--- src/sv/erc_pkg.sv ---
// shared types, codes and constants for the rx ring consumer
// no dependencies; imported by every module of the block
package erc_pkg;

  // default geometry
  localparam int RING_BYTES_DEF  = 8192;
  localparam int QUEUE_SLOTS_DEF = 8;

  // field widths
  localparam int CFG_W    = 12;
  localparam int OFFOUT_W = 13;
  localparam int SLOT_W   = 3;
  localparam int FLEN_W   = 11;
  localparam int CNT_W    = 32;

  // header checks and ring arithmetic
  localparam logic [15:0]      STATUS_ERR_MASK = 16'h003E;
  localparam logic [15:0]      RP_BACKOFF      = 16'd16;
  localparam logic [15:0]      HDR_BYTES       = 16'd4;
  localparam logic [15:0]      CSUM_BYTES      = 16'd4;
  localparam logic [CFG_W-1:0] WIRE_FLOOR      = 12'd4;
  localparam logic [CFG_W-1:0] WIRE_CEIL       = 12'd2048;
  localparam logic [CFG_W-1:0] MIN_WIRE_RST    = 12'd64;
  localparam logic [CFG_W-1:0] MAX_WIRE_RST    = 12'd1522;

  // config register indexes
  localparam logic [0:0] CFG_MIN_WIRE = 1'b0;
  localparam logic [0:0] CFG_MAX_WIRE = 1'b1;

  // request kinds
  localparam logic KIND_HEADER  = 1'b0;
  localparam logic KIND_DEQUEUE = 1'b1;

  typedef enum logic [2:0] {
    OC_QUEUED     = 3'd0,
    OC_BAD_STATUS = 3'd1,
    OC_QUEUE_FULL = 3'd2,
    OC_RING_RESET = 3'd3,
    OC_DEQUEUED   = 3'd4,
    OC_EMPTY      = 3'd5,
    OC_TOO_SMALL  = 3'd6
  } outcome_t;

  typedef struct packed {
    logic        kind;
    logic [15:0] stat_word;
    logic [15:0] entry_len;
    logic [15:0] capacity;
  } req_t;

  typedef struct packed {
    outcome_t              outcome;
    logic [OFFOUT_W-1:0]   ring_offset_out;
    logic [15:0]           read_pointer_out;
    logic [SLOT_W-1:0]     slot_index;
    logic [FLEN_W-1:0]     payload_len;
    logic [SLOT_W-1:0]     queue_depth;
    logic [SLOT_W-1:0]     high_water_out;
    logic [CNT_W-1:0]      packets_count;
    logic [CNT_W-1:0]      errors_count;
    logic [CNT_W-1:0]      dropped_count;
    logic [CNT_W-1:0]      queue_drop_count;
  } rsp_t;

  typedef enum logic [2:0] {
    ST_IDLE,
    ST_EVAL,
    ST_WRAP,
    ST_DEQ,
    ST_DONE
  } state_t;

  // controller to datapath
  typedef struct packed {
    logic load;    // capture request word
    logic eval;    // classify header, update queue and counters
    logic wrap;    // subtract ring size from offset accumulator
    logic commit;  // store new offset, read pointer, high water
    logic deq;     // dequeue decision
    logic emit;    // load response register
  } ctrl_cmd_t;

  // datapath to controller
  typedef struct packed {
    logic acc_over;  // accumulator still at or above ring size
  } ctrl_sts_t;

endpackage

--- src/sv/ethernet_rx_ring_consumer.sv ---
// top level of the rx ring consumer: controller plus datapath
// depends on erc_pkg, erc_ctrl, erc_dpath
//
//   channel  | handshake               | word
//   ---------+-------------------------+-------------------------------
//   req      | req_valid / req_stall   | erc_pkg::req_t, header or dequeue
//   rsp      | rsp_valid / rsp_stall   | erc_pkg::rsp_t, one per request
//   cfg      | cfg_we                  | cfg_index, cfg_data (12 bit)
//
// header word: capture, classify, k ring-size subtractions in the offset wrap
// (0 or 1 at the default ring), commit, finish; dequeue word: capture, decide,
// finish
// reset is synchronous; no clearing pass, queue slots are read only once written
// one word in flight; a new request is taken while the last response still waits
// on rsp_stall, and the finish step holds until the response register frees up
module ethernet_rx_ring_consumer #(
  parameter int RING_BYTES  = erc_pkg::RING_BYTES_DEF,
  parameter int QUEUE_SLOTS = erc_pkg::QUEUE_SLOTS_DEF
) (
  input  logic                      clk,
  input  logic                      rst,
  input  logic                      req_valid,
  output logic                      req_stall,
  input  erc_pkg::req_t             req,
  output logic                      rsp_valid,
  input  logic                      rsp_stall,
  output erc_pkg::rsp_t             rsp,
  input  logic                      cfg_we,
  input  logic [0:0]                cfg_index,
  input  logic [erc_pkg::CFG_W-1:0] cfg_data
);
  import erc_pkg::*;

  // command and status between sequencer and datapath
  ctrl_cmd_t cmd;
  ctrl_sts_t sts;

  // sequencer: idle, header classify, offset wrap loop, dequeue, finish
  erc_ctrl u_ctrl (
    .clk       (clk),
    .rst       (rst),
    .req_valid (req_valid),
    .req_kind  (req.kind),
    .req_stall (req_stall),
    .rsp_valid (rsp_valid),
    .rsp_stall (rsp_stall),
    .sts       (sts),
    .cmd       (cmd)
  );

  // ring offset, length queue, counters, response register
  erc_dpath #(
    .RING_BYTES  (RING_BYTES),
    .QUEUE_SLOTS (QUEUE_SLOTS)
  ) u_dpath (
    .clk       (clk),
    .rst       (rst),
    .cfg_we    (cfg_we),
    .cfg_index (cfg_index),
    .cfg_data  (cfg_data),
    .req       (req),
    .cmd       (cmd),
    .sts       (sts),
    .rsp       (rsp)
  );

endmodule

--- src/sv/erc_ctrl.sv ---
// sequencing state machine for the rx ring consumer
// depends on erc_pkg; drives erc_dpath through ctrl_cmd_t
module erc_ctrl (
  input  logic               clk,
  input  logic               rst,
  input  logic               req_valid,
  input  logic               req_kind,
  output logic               req_stall,
  output logic               rsp_valid,
  input  logic               rsp_stall,
  input  erc_pkg::ctrl_sts_t sts,
  output erc_pkg::ctrl_cmd_t cmd
);
  import erc_pkg::*;

  state_t state;
  state_t state_next;
  logic   out_free;

  assign out_free  = !rsp_valid || !rsp_stall;
  assign req_stall = (state != ST_IDLE);

  always_ff @(posedge clk) begin
    if (rst) begin
      state <= ST_IDLE;
    end else begin
      state <= state_next;
    end
  end

  always_comb begin
    state_next = state;
    case (state)
      ST_IDLE: begin
        if (req_valid) begin
          state_next = (req_kind == KIND_DEQUEUE) ? ST_DEQ : ST_EVAL;
        end
      end
      ST_EVAL: state_next = ST_WRAP;
      ST_WRAP: begin
        if (!sts.acc_over) begin
          state_next = ST_DONE;
        end
      end
      ST_DEQ:  state_next = ST_DONE;
      ST_DONE: begin
        if (out_free) begin
          state_next = ST_IDLE;
        end
      end
      default: state_next = ST_IDLE;
    endcase
  end

  always_comb begin
    cmd = '0;
    case (state)
      ST_IDLE: cmd.load   = req_valid;
      ST_EVAL: cmd.eval   = 1'b1;
      ST_WRAP: begin
        cmd.wrap   = sts.acc_over;
        cmd.commit = !sts.acc_over;
      end
      ST_DEQ:  cmd.deq    = 1'b1;
      ST_DONE: cmd.emit   = out_free;
      default: cmd = '0;
    endcase
  end

  always_ff @(posedge clk) begin
    if (rst) begin
      rsp_valid <= 1'b0;
    end else if (cmd.emit) begin
      rsp_valid <= 1'b1;
    end else if (!rsp_stall) begin
      rsp_valid <= 1'b0;
    end
  end

  a_accept_blocks: assert property (@(posedge clk) disable iff (rst)
    req_valid && !req_stall |=> req_stall)
    else $error("second word accepted while one is in progress");

  a_emit_free: assert property (@(posedge clk) disable iff (rst)
    cmd.emit |=> rsp_valid)
    else $error("emitted response not presented");

  a_one_action: assert property (@(posedge clk) disable iff (rst)
    $onehot0({cmd.load, cmd.eval, cmd.wrap, cmd.commit, cmd.deq, cmd.emit}))
    else $error("more than one datapath command at once");

endmodule

--- src/sv/erc_dpath.sv ---
// datapath: config, ring offset, length queue, counters, response register
// depends on erc_pkg; sequenced by erc_ctrl
module erc_dpath #(
  parameter int RING_BYTES  = erc_pkg::RING_BYTES_DEF,
  parameter int QUEUE_SLOTS = erc_pkg::QUEUE_SLOTS_DEF
) (
  input  logic                      clk,
  input  logic                      rst,
  input  logic                      cfg_we,
  input  logic [0:0]                cfg_index,
  input  logic [erc_pkg::CFG_W-1:0] cfg_data,
  input  erc_pkg::req_t             req,
  input  erc_pkg::ctrl_cmd_t        cmd,
  output erc_pkg::ctrl_sts_t        sts,
  output erc_pkg::rsp_t             rsp
);
  import erc_pkg::*;

  localparam int OFF_W = $clog2(RING_BYTES);
  localparam int ACC_W = OFF_W + 2;
  localparam int PTR_W = (QUEUE_SLOTS > 2) ? $clog2(QUEUE_SLOTS) : 1;
  localparam logic [ACC_W-1:0] RING_SIZE = ACC_W'(RING_BYTES);
  localparam logic [PTR_W-1:0] PTR_LAST  = PTR_W'(QUEUE_SLOTS - 1);

  // config
  logic [CFG_W-1:0] min_wire_len;
  logic [CFG_W-1:0] max_wire_len;

  // ring and queue state
  logic [OFF_W-1:0]  ring_offset;
  logic [15:0]       read_pointer;
  logic [PTR_W-1:0]  queue_head;
  logic [PTR_W-1:0]  queue_tail;
  logic [PTR_W-1:0]  high_water;
  logic [CNT_W-1:0]  packets;
  logic [CNT_W-1:0]  errors;
  logic [CNT_W-1:0]  dropped;
  logic [CNT_W-1:0]  queue_drops;

  // per-word working registers
  req_t              cur;
  logic [ACC_W-1:0]  acc;
  outcome_t          outcome;
  logic [PTR_W-1:0]  slot;
  logic [FLEN_W-1:0] flen;

  // length queue storage
  logic [FLEN_W-1:0] slot_mem [QUEUE_SLOTS];
  logic [FLEN_W-1:0] head_len;

  logic [CFG_W-1:0]  lo_bound;
  logic [CFG_W-1:0]  hi_bound;
  logic              bad_len;
  logic              bad_status;
  logic [PTR_W-1:0]  tail_inc;
  logic [PTR_W-1:0]  head_inc;
  logic              q_full;
  logic              q_empty;
  logic [PTR_W:0]    depth_wide;
  logic [PTR_W-1:0]  depth;
  logic [ACC_W-1:0]  adv_sum;
  logic [ACC_W-1:0]  adv_aligned;
  logic [FLEN_W-1:0] push_len;

  assign lo_bound   = (min_wire_len < WIRE_FLOOR) ? WIRE_FLOOR : min_wire_len;
  assign hi_bound   = (max_wire_len > WIRE_CEIL) ? WIRE_CEIL : max_wire_len;
  assign bad_len    = (cur.entry_len < {4'd0, lo_bound}) ||
                      (cur.entry_len > {4'd0, hi_bound});
  assign bad_status = !cur.stat_word[0] || ((cur.stat_word & STATUS_ERR_MASK) != '0);

  assign tail_inc = (queue_tail == PTR_LAST) ? '0 : queue_tail + 1'b1;
  assign head_inc = (queue_head == PTR_LAST) ? '0 : queue_head + 1'b1;
  assign q_full   = (tail_inc == queue_head);
  assign q_empty  = (queue_head == queue_tail);

  assign depth_wide = {1'b0, queue_tail} + (PTR_W+1)'(QUEUE_SLOTS) - {1'b0, queue_head};
  assign depth      = (queue_tail >= queue_head) ? (queue_tail - queue_head)
                                                 : depth_wide[PTR_W-1:0];

  // only used once the length is inside bounds, so 12 bits of length suffice
  assign adv_sum     = ACC_W'(ring_offset) + ACC_W'(HDR_BYTES) +
                       ACC_W'(cur.entry_len[11:0]) + ACC_W'(3);
  assign adv_aligned = {adv_sum[ACC_W-1:2], 2'b00};
  assign push_len    = FLEN_W'(cur.entry_len - CSUM_BYTES);

  assign sts.acc_over = (acc >= RING_SIZE);

  always_ff @(posedge clk) begin
    if (rst) begin
      min_wire_len <= MIN_WIRE_RST;
      max_wire_len <= MAX_WIRE_RST;
    end else if (cfg_we) begin
      case (cfg_index)
        CFG_MIN_WIRE: min_wire_len <= cfg_data;
        CFG_MAX_WIRE: max_wire_len <= cfg_data;
        default: ;
      endcase
    end
  end

  // queue storage, registered read of the head slot
  always_ff @(posedge clk) begin
    if (cmd.eval && !bad_len && !bad_status && !q_full) begin
      slot_mem[queue_tail] <= push_len;
    end
    head_len <= slot_mem[queue_head];
  end

  // payload working registers
  always_ff @(posedge clk) begin
    if (cmd.load) begin
      cur <= req;
    end
    if (cmd.eval) begin
      if (bad_len) begin
        outcome <= OC_RING_RESET;
        acc     <= '0;
        slot    <= '0;
        flen    <= '0;
      end else begin
        acc <= adv_aligned;
        if (bad_status) begin
          outcome <= OC_BAD_STATUS;
          slot    <= '0;
          flen    <= '0;
        end else if (q_full) begin
          outcome <= OC_QUEUE_FULL;
          slot    <= '0;
          flen    <= '0;
        end else begin
          outcome <= OC_QUEUED;
          slot    <= queue_tail;
          flen    <= push_len;
        end
      end
    end else if (cmd.wrap) begin
      acc <= acc - RING_SIZE;
    end
    if (cmd.deq) begin
      if (q_empty) begin
        outcome <= OC_EMPTY;
        slot    <= '0;
        flen    <= '0;
      end else begin
        slot    <= queue_head;
        flen    <= head_len;
        outcome <= (cur.capacity < {5'd0, head_len}) ? OC_TOO_SMALL : OC_DEQUEUED;
      end
    end
    if (cmd.emit) begin
      rsp.outcome          <= outcome;
      rsp.ring_offset_out  <= OFFOUT_W'(ring_offset);
      rsp.read_pointer_out <= read_pointer;
      rsp.slot_index       <= SLOT_W'(slot);
      rsp.payload_len      <= flen;
      rsp.queue_depth      <= SLOT_W'(depth);
      rsp.high_water_out   <= SLOT_W'(high_water);
      rsp.packets_count    <= packets;
      rsp.errors_count     <= errors;
      rsp.dropped_count    <= dropped;
      rsp.queue_drop_count <= queue_drops;
    end
  end

  // control state
  always_ff @(posedge clk) begin
    if (rst) begin
      ring_offset  <= '0;
      read_pointer <= '0 - RP_BACKOFF;
      queue_head   <= '0;
      queue_tail   <= '0;
      high_water   <= '0;
      packets      <= '0;
      errors       <= '0;
      dropped      <= '0;
      queue_drops  <= '0;
    end else begin
      if (cmd.eval) begin
        if (bad_len || bad_status) begin
          errors  <= errors + 1'b1;
          dropped <= dropped + 1'b1;
        end else if (q_full) begin
          queue_drops <= queue_drops + 1'b1;
          dropped     <= dropped + 1'b1;
        end else begin
          queue_tail <= tail_inc;
          packets    <= packets + 1'b1;
        end
      end
      // offset zero on a ring reset gives the initial read pointer too
      if (cmd.commit) begin
        ring_offset  <= acc[OFF_W-1:0];
        read_pointer <= 16'(acc) - RP_BACKOFF;
        if (depth > high_water) begin
          high_water <= depth;
        end
      end
      if (cmd.deq && !q_empty && !(cur.capacity < {5'd0, head_len})) begin
        queue_head <= head_inc;
      end
    end
  end

  a_commit_in_ring: assert property (@(posedge clk) disable iff (rst)
    cmd.commit |-> (acc < RING_SIZE))
    else $error("ring offset committed outside the ring");

  a_high_water: assert property (@(posedge clk) disable iff (rst)
    cmd.emit |-> (high_water >= depth))
    else $error("high water below current depth at response");

  a_never_overfull: assert property (@(posedge clk) disable iff (rst)
    $past(q_full) && $past(cmd.eval) |-> (queue_tail == $past(queue_tail)))
    else $error("tail moved on a full queue");

endmodule
--- config.mk ---
export PLATFORM = sky130hd
export DESIGN_NAME = ethernet_rx_ring_consumer
export DESIGN_NICKNAME = d
export VERILOG_FILES = /design/src/sv/erc_pkg.sv /design/src/sv/ethernet_rx_ring_consumer.sv /design/src/sv/erc_ctrl.sv /design/src/sv/erc_dpath.sv
export SDC_FILE = /design/constraint.sdc
export NUM_CORES = 1
export LEC_CHECK = 0
export BUFFER_PORTS_ARGS = -buffer_cell sky130_fd_sc_hd__buf_2
export CORE_ASPECT_RATIO = 0.8
export CORE_MARGIN = 1.5
export CORE_UTILIZATION = 30
export DETAILED_ROUTE_END_ITERATION = 10
export GPL_ROUTABILITY_DRIVEN = 0
export HOLD_SLACK_MARGIN = 0.02
export PLACE_DENSITY = 0.45
export SLEW_MARGIN = 40
export SYNTH_ARGS = -nofsm -noshare
export SYNTH_HDL_FRONTEND = slang
export SYNTH_SLANG_ARGS = --single-unit
--- constraint.sdc ---
create_clock -name clk -period 9.45 [get_ports clk]
set_input_delay 0 -clock clk [delete_from_list [all_inputs] [get_ports clk]]
set_output_delay 0 -clock clk [all_outputs]
set_load 0.03 [all_outputs]
Word-level counts from Yosys, hierarchy flattened

Memory sizes are Yosys's and may differ from the RTL's. A register that Yosys moved wholly into a read port is not among the register bits.
Cells that the tools add are included.
Widths: inputs -> output; s select.

Add/subtract/negate cells: 15
Magnitude comparators: 8
Eq/ne operators: 12
Muxes and demuxes: 43
Bitwise logic cells: 3
Reduce and logical (&&, ||, !) cells: 32

Operators with widths:

| operator               | number |
|---|---|
| $add 32x1->32 const B  | 4 |
| $mux 11                | 6 |
| $mux 32                | 2 |
| $mux 3                 | 17 |
| $mux 15                | 3 |
| $mux 12                | 2 |
| $gt 16x12->1           | 1 |
| $lt 16x11->1           | 1 |
| $lt 16x12->1           | 1 |
| $reduce_bool 16->1     | 1 |
| $sub 15x5->16 const B  | 1 |
| $add 14x12->15         | 1 |
| $add 15x2->15 const B  | 1 |
| $ge 15x14->1 const B   | 1 |
| $pmux 3 s5             | 1 |
| $sub 15x14->15 const B | 1 |
| $add 13x3->14 const B  | 1 |
| $gt 12x12->1 const B   | 1 |
| $lt 12x3->1 const B    | 1 |
| $sub 11x3->11 const B  | 1 |
| $reduce_and 2->1       | 5 |
| $add 3x1->3 const B    | 3 |
| $eq 3x3->1 const B     | 3 |
| $logic_not 1->1        | 9 |
| other kinds (17)       | 45 |

Register bits: 444
Bits in writable memories: 88
Input bits: 67
Output and inout port bits: 182
Memories: 1

Memory list:

| memory           | words | width | rd ports | clocked after Yosys merged registers in | write ports | RTL line        | source |
|---|---|---|---|---|---|---|---|
| u_dpath.slot_mem | 8     | 11    | 1        | 1                                       | 1           | erc_dpath.sv:48 | `logic [FLEN_W-1:0] slot_mem [QUEUE_SLOTS];` |

Depth between registers and ports, before layout

Depth in word-level cells: 10
Mapped depth: 14

By module

Synthesis repeated with hierarchy kept, for this count alone.

Cell total of the unflattened synthesis: 1796
Area, all modules: 22437.8 µm²

Modules (own cells, without submodules):

| module    | instances | cells an instance | area an instance (µm²) | seq. area each (µm²) |
|---|---|---|---|---|
| erc_dpath | 1         | 1772              | 22198.8                | 13813.2 |
| erc_ctrl  | 1         | 24                | 239.0                  | 80.1 |

Worst setup path after synthesis

OpenSTA, ideal clock, no wires.

Path kind: reg2reg
Start: register u_ctrl.state[1]
End: register u_dpath.rsp[0] (netlist name)
Setup time: 0.766 ns
Arrival: 8.906 ns
Slack: -0.222 ns
Stages on the path, launching flop included: 4
Path buffers: 0
Cell sequence: dfxtp_1 nor2_1 nand2_1 a21oi_1

RTL lines:

| item                   | RTL line       | source |
|---|---|---|
| from (decl)            | erc_ctrl.sv:16 | `state_t state;` |
| from (signal assigned) | erc_ctrl.sv:27 | `state <= state_next;` |

Worst setup path in the final report

Start: register u_dpath.max_wire_len[11]
End: memory u_dpath.slot_mem[5][10], enable pin

Cells in the longest elaborated chain, start to end: 10

Ends and longest elaborated chain:

| item                             | RTL line         | source |
|---|---|---|
| from (decl)                      | erc_dpath.sv:27  | `logic [CFG_W-1:0] max_wire_len;` |
| from (signal assigned)           | erc_dpath.sv:95  | `CFG_MAX_WIRE: max_wire_len <= cfg_data;` |
| $gt 12x12->1                     | erc_dpath.sv:66  | `assign hi_bound = (max_wire_len > WIRE_CEIL) ? WIRE_CEIL : max_wire_len;` |
| $mux 12 *                        | erc_dpath.sv:66  |  |
| $gt 16x12->1 *                   | erc_dpath.sv:68  | `(cur.entry_len > {4'd0, hi_bound});` |
| $logic_or 1x1->1 *               | erc_dpath.sv:67  | `assign bad_len = (cur.entry_len < {4'd0, lo_bound}) \|\|` |
| $logic_not 1->1 *                | erc_dpath.sv:103 | `if (cmd.eval && !bad_len && !bad_status && !q_full) begin` |
| $logic_and 1x1->1 * (3 in a row) | erc_dpath.sv:103 |  |
| $mux 1 *                         | erc_dpath.sv:103 |  |
| $mux 1 (implied by the code) *   | erc_dpath.sv:104 | `slot_mem[queue_tail] <= push_len;` |
| to (decl)                        | erc_dpath.sv:48  |  |

Mark *: on every way between the ends. The rest lies on a longest branch, timed or not.

==> metrics <==
vias=approximately 15000; Crit Path Class=register to register; initial antenna violation count=1; Slew Limit Fails=0; cts bufs inserted=56; clock net sink count=529; iteration-0 DRC count of the detailed router=976; IO Pins=249; Synth top area share=0.4384; Async S/R FF share, synth=0; first-pass GRT wire length=91.76 mm; fin crit period=4.290 ns; Clock Latency Late Sink=0.62 ns; sequential-to-total area share from yosys stat=0.6147; RSZ-0062 raised after global routing=no; vias in the first global route=15237; worst hold margin=about 0.098 ns; Final Hold Fails=0; final setup TNS=0 ns; library cells used by synthesis=78; post-CTS setup buffer count=0; relative slew slack=0.4556; Hold Path Class=primary input to register; WP data required=around 9.8 ns; Synth area leader=edfxtp_1; Tot GR Track Use=0.1540; CTS H-tree depth=2; largest net degree at the start of global routing=104; outcome=complete, no violations; Avg Inst Size Synth=12.36 µm²; CTS tree=done; CORE AREA=0.07416 mm²; wire length per cell=18.85 µm; HPWL Detailed=39.97 mm; die span in x=about 310 µm; Layout area overhead=22.20%; Post-synth EDFFs=between 300 and 400; clk root buf=clkbuf_16; IO buf count=234; Top FF cell, synth=edfxtp_1; crit-path max FO=11; Final Cycle Share=0.4540; PwrDens=between 150 and 200 mW/mm²; Total Power=between 5000 and 6000 µW; worst path arrival time=4.61 ns; post_cts resized=0; yosys warns=0; Final Skew=a little over 0.02 ns; startpoint types=register; initial core utilization=0.3048; worst IR drop on VDD=119.6 µV; DRC violation count after routing=0; DRT Pass-1 Iters=5; largest cells by area after synthesis=edfxtp_1 44%, dfxtp_1 18%, ha_1 3.9%, mux2_2 3.7%, nand2_1 2.7%; die area=0.07700 mm²; ant diodes=0; layout cells sized above 1=0.2444; Achievable Freq=about 0.23 GHz; Synth Register Bits=529; maximum capacitance violations=0; grt ovf=0; worst-margin pin slew=a little over 0.8 ns; Die H=248.5 µm; Vias/cell=4.843; hold-fix buffer count after cts=69; FILL cells=7242; endpoint type of the worst setup path=register; clk buf depth=3; Rows=89; total wire length=59.84 mm; CTS clk-pin slew, worst paths=roughly 0.06 ns; Pleak=between 0.01 and 0.015 µW; nets=2266; mapped cell area=0.02260 mm²; post-route ant nets=0; Mapped Cells=1829; endpoints failing setup=0
[cell families after synthesis]
| group | Yosys count | share of synthesized area |
|---|---|---|
| AND/OR/NAND/NOR | 644 | 0.1454 |
| multiplexers | 109 | 0.06516 |
| AO/OA/AOI/OAI | 285 | 0.09156 |
| adder cells (fa/ha/maj) | 72 | 0.04052 |
| flip-flops | 529 | 0.6147 |
| XOR/XNOR | 28 | 0.01085 |
| other | 1 | 0.0001659 |
| buffers and inverters | 161 | 0.03166 |
[cells in the mapped netlist, drive strengths merged, types with 21 or more instances]
| master | instances |
|---|---|
| clkbuf | 66 |
| ha | 70 |
| nor2b | 70 |
| o31ai | 21 |
| inv | 63 |
| nand3 | 65 |
| buf | 29 |
| a21oi | 112 |
| mux2 | 79 |
| nand2 | 165 |
| mux4 | 22 |
| nor2 | 133 |
| o21ai | 27 |
| dfxtp | 199 |
| nor4 | 21 |
| or4 | 22 |
| nand4 | 55 |
| edfxtp | 330 |
| nor3 | 26 |
[sequential cells by signal (all words and copies together), names as in the netlist]
signal	count
u_dpath.read_pointer	14
u_dpath.slot_mem	88
u_dpath.acc	13
u_dpath.head_len	11
u_dpath.dropped	32
u_dpath.max_wire_len	12
u_ctrl.state	3
u_dpath.ring_offset	9
u_dpath.rsp	174
u_dpath.high_water	3
u_ctrl.rsp_valid	1
u_dpath.slot	3
u_dpath.errors	32
u_dpath.queue_drops	32
u_dpath.queue_tail	3
u_dpath.packets	32
u_dpath.min_wire_len	12
u_dpath.queue_head	3
u_dpath.cur	38
u_dpath.flen	11
u_dpath.outcome	3
[layer usage]
metal,up-vias,routed length [µm],global-route usage,part of all wire
li1,7427,-,-,-
met1,7549,29080,0.2216,0.49
met2,320,26930,0.2389,0.45
met3,75,2661,0.02480,0.044
met4,0,1170,0.04167,0.020
met5,-,0,0,0
[placed cells by master (no fill, tap or decap), types with 21 or more instances in the layout]
cell type,Yosys,final
a21oi_1,110,109
buf_2,7,233
buf_4,11,23
clkbuf_16,0,57
dfxtp_1,199,199
dlygate4sd3_1,1,69
edfxtp_1,330,330
ha_1,70,70
inv_1,63,63
mux2_2,75,75
mux4_2,22,22
nand2_1,163,162
nand3_1,63,63
nand4_1,55,55
nor2_1,133,132
nor2b_1,70,69
o21ai_0,25,25
o31ai_1,21,21
or4_1,22,22
[report_power, final]
| part | leakage (µW) | switching [µW] | internal [µW] |
|---|---|---|---|
| logic | 0.00443 | 221 | 113 |
| registers | 0.00467 | 40.1 | 2510 |
| clock network | 0.000918 | 942 | 1350 |
| total | 0.0100 | 1200 | 3970 |
[critical path, cell delays in order (launching register included)]
cell,delay (ns)
dfxtp_1,0.32
inv_1,0.25
nand2_1,0.10
ha_1,0.30
a211oi_1,0.23
nor2_1,0.09
a2111oi_2,0.45
a31oi_4,0.39
a2111oi_4,0.66
nand3_1,0.31
nor2_1,0.61
buf_4,0.28
[worst paths after layout]
kind / startpoint / to / slack (ns) / cells past startpoint
worst min-delay path: req[2] / u_dpath.cur[2] / 0.1 / 2
worst max register to register: u_dpath.max_wire_len[11] / u_dpath.slot_mem[5][10] / 5.16 / 11
worst max-delay path: u_dpath.max_wire_len[11] / u_dpath.slot_mem[5][10] / 5.16 / 11
worst min register to register: u_dpath.outcome[0] / u_dpath.rsp[177] / 0.42 / 0
[final cells by class]
cell class / instances / area [µm²] / area share
timing repair buffer: 333 / 2147 / 0.07774
tap: 1001 / 1252 / 0.04535
clock inverter: 33 / 384.1 / 0.01391
sequential: 529 / 13890 / 0.5030
multi-input combinational: 1142 / 8189 / 0.2965
clock buffer: 71 / 1509 / 0.05463
inverter: 65 / 244.0 / 0.008834
[stage by stage]
stage	worst slack, ns	utilization	std cells	instance area [µm²]
floorplan	3.434	-	1832	22620
global placement	4.911	0.3352	2996	24860
detailed placement	5.102	0.3368	3001	24980
CTS	5.105	0.3717	3174	27560
global route	4.885	0.3724	3174	27620
finish	5.160	0.3724	3174	27620
Note: power is estimated with default switching activity, not from simulation.
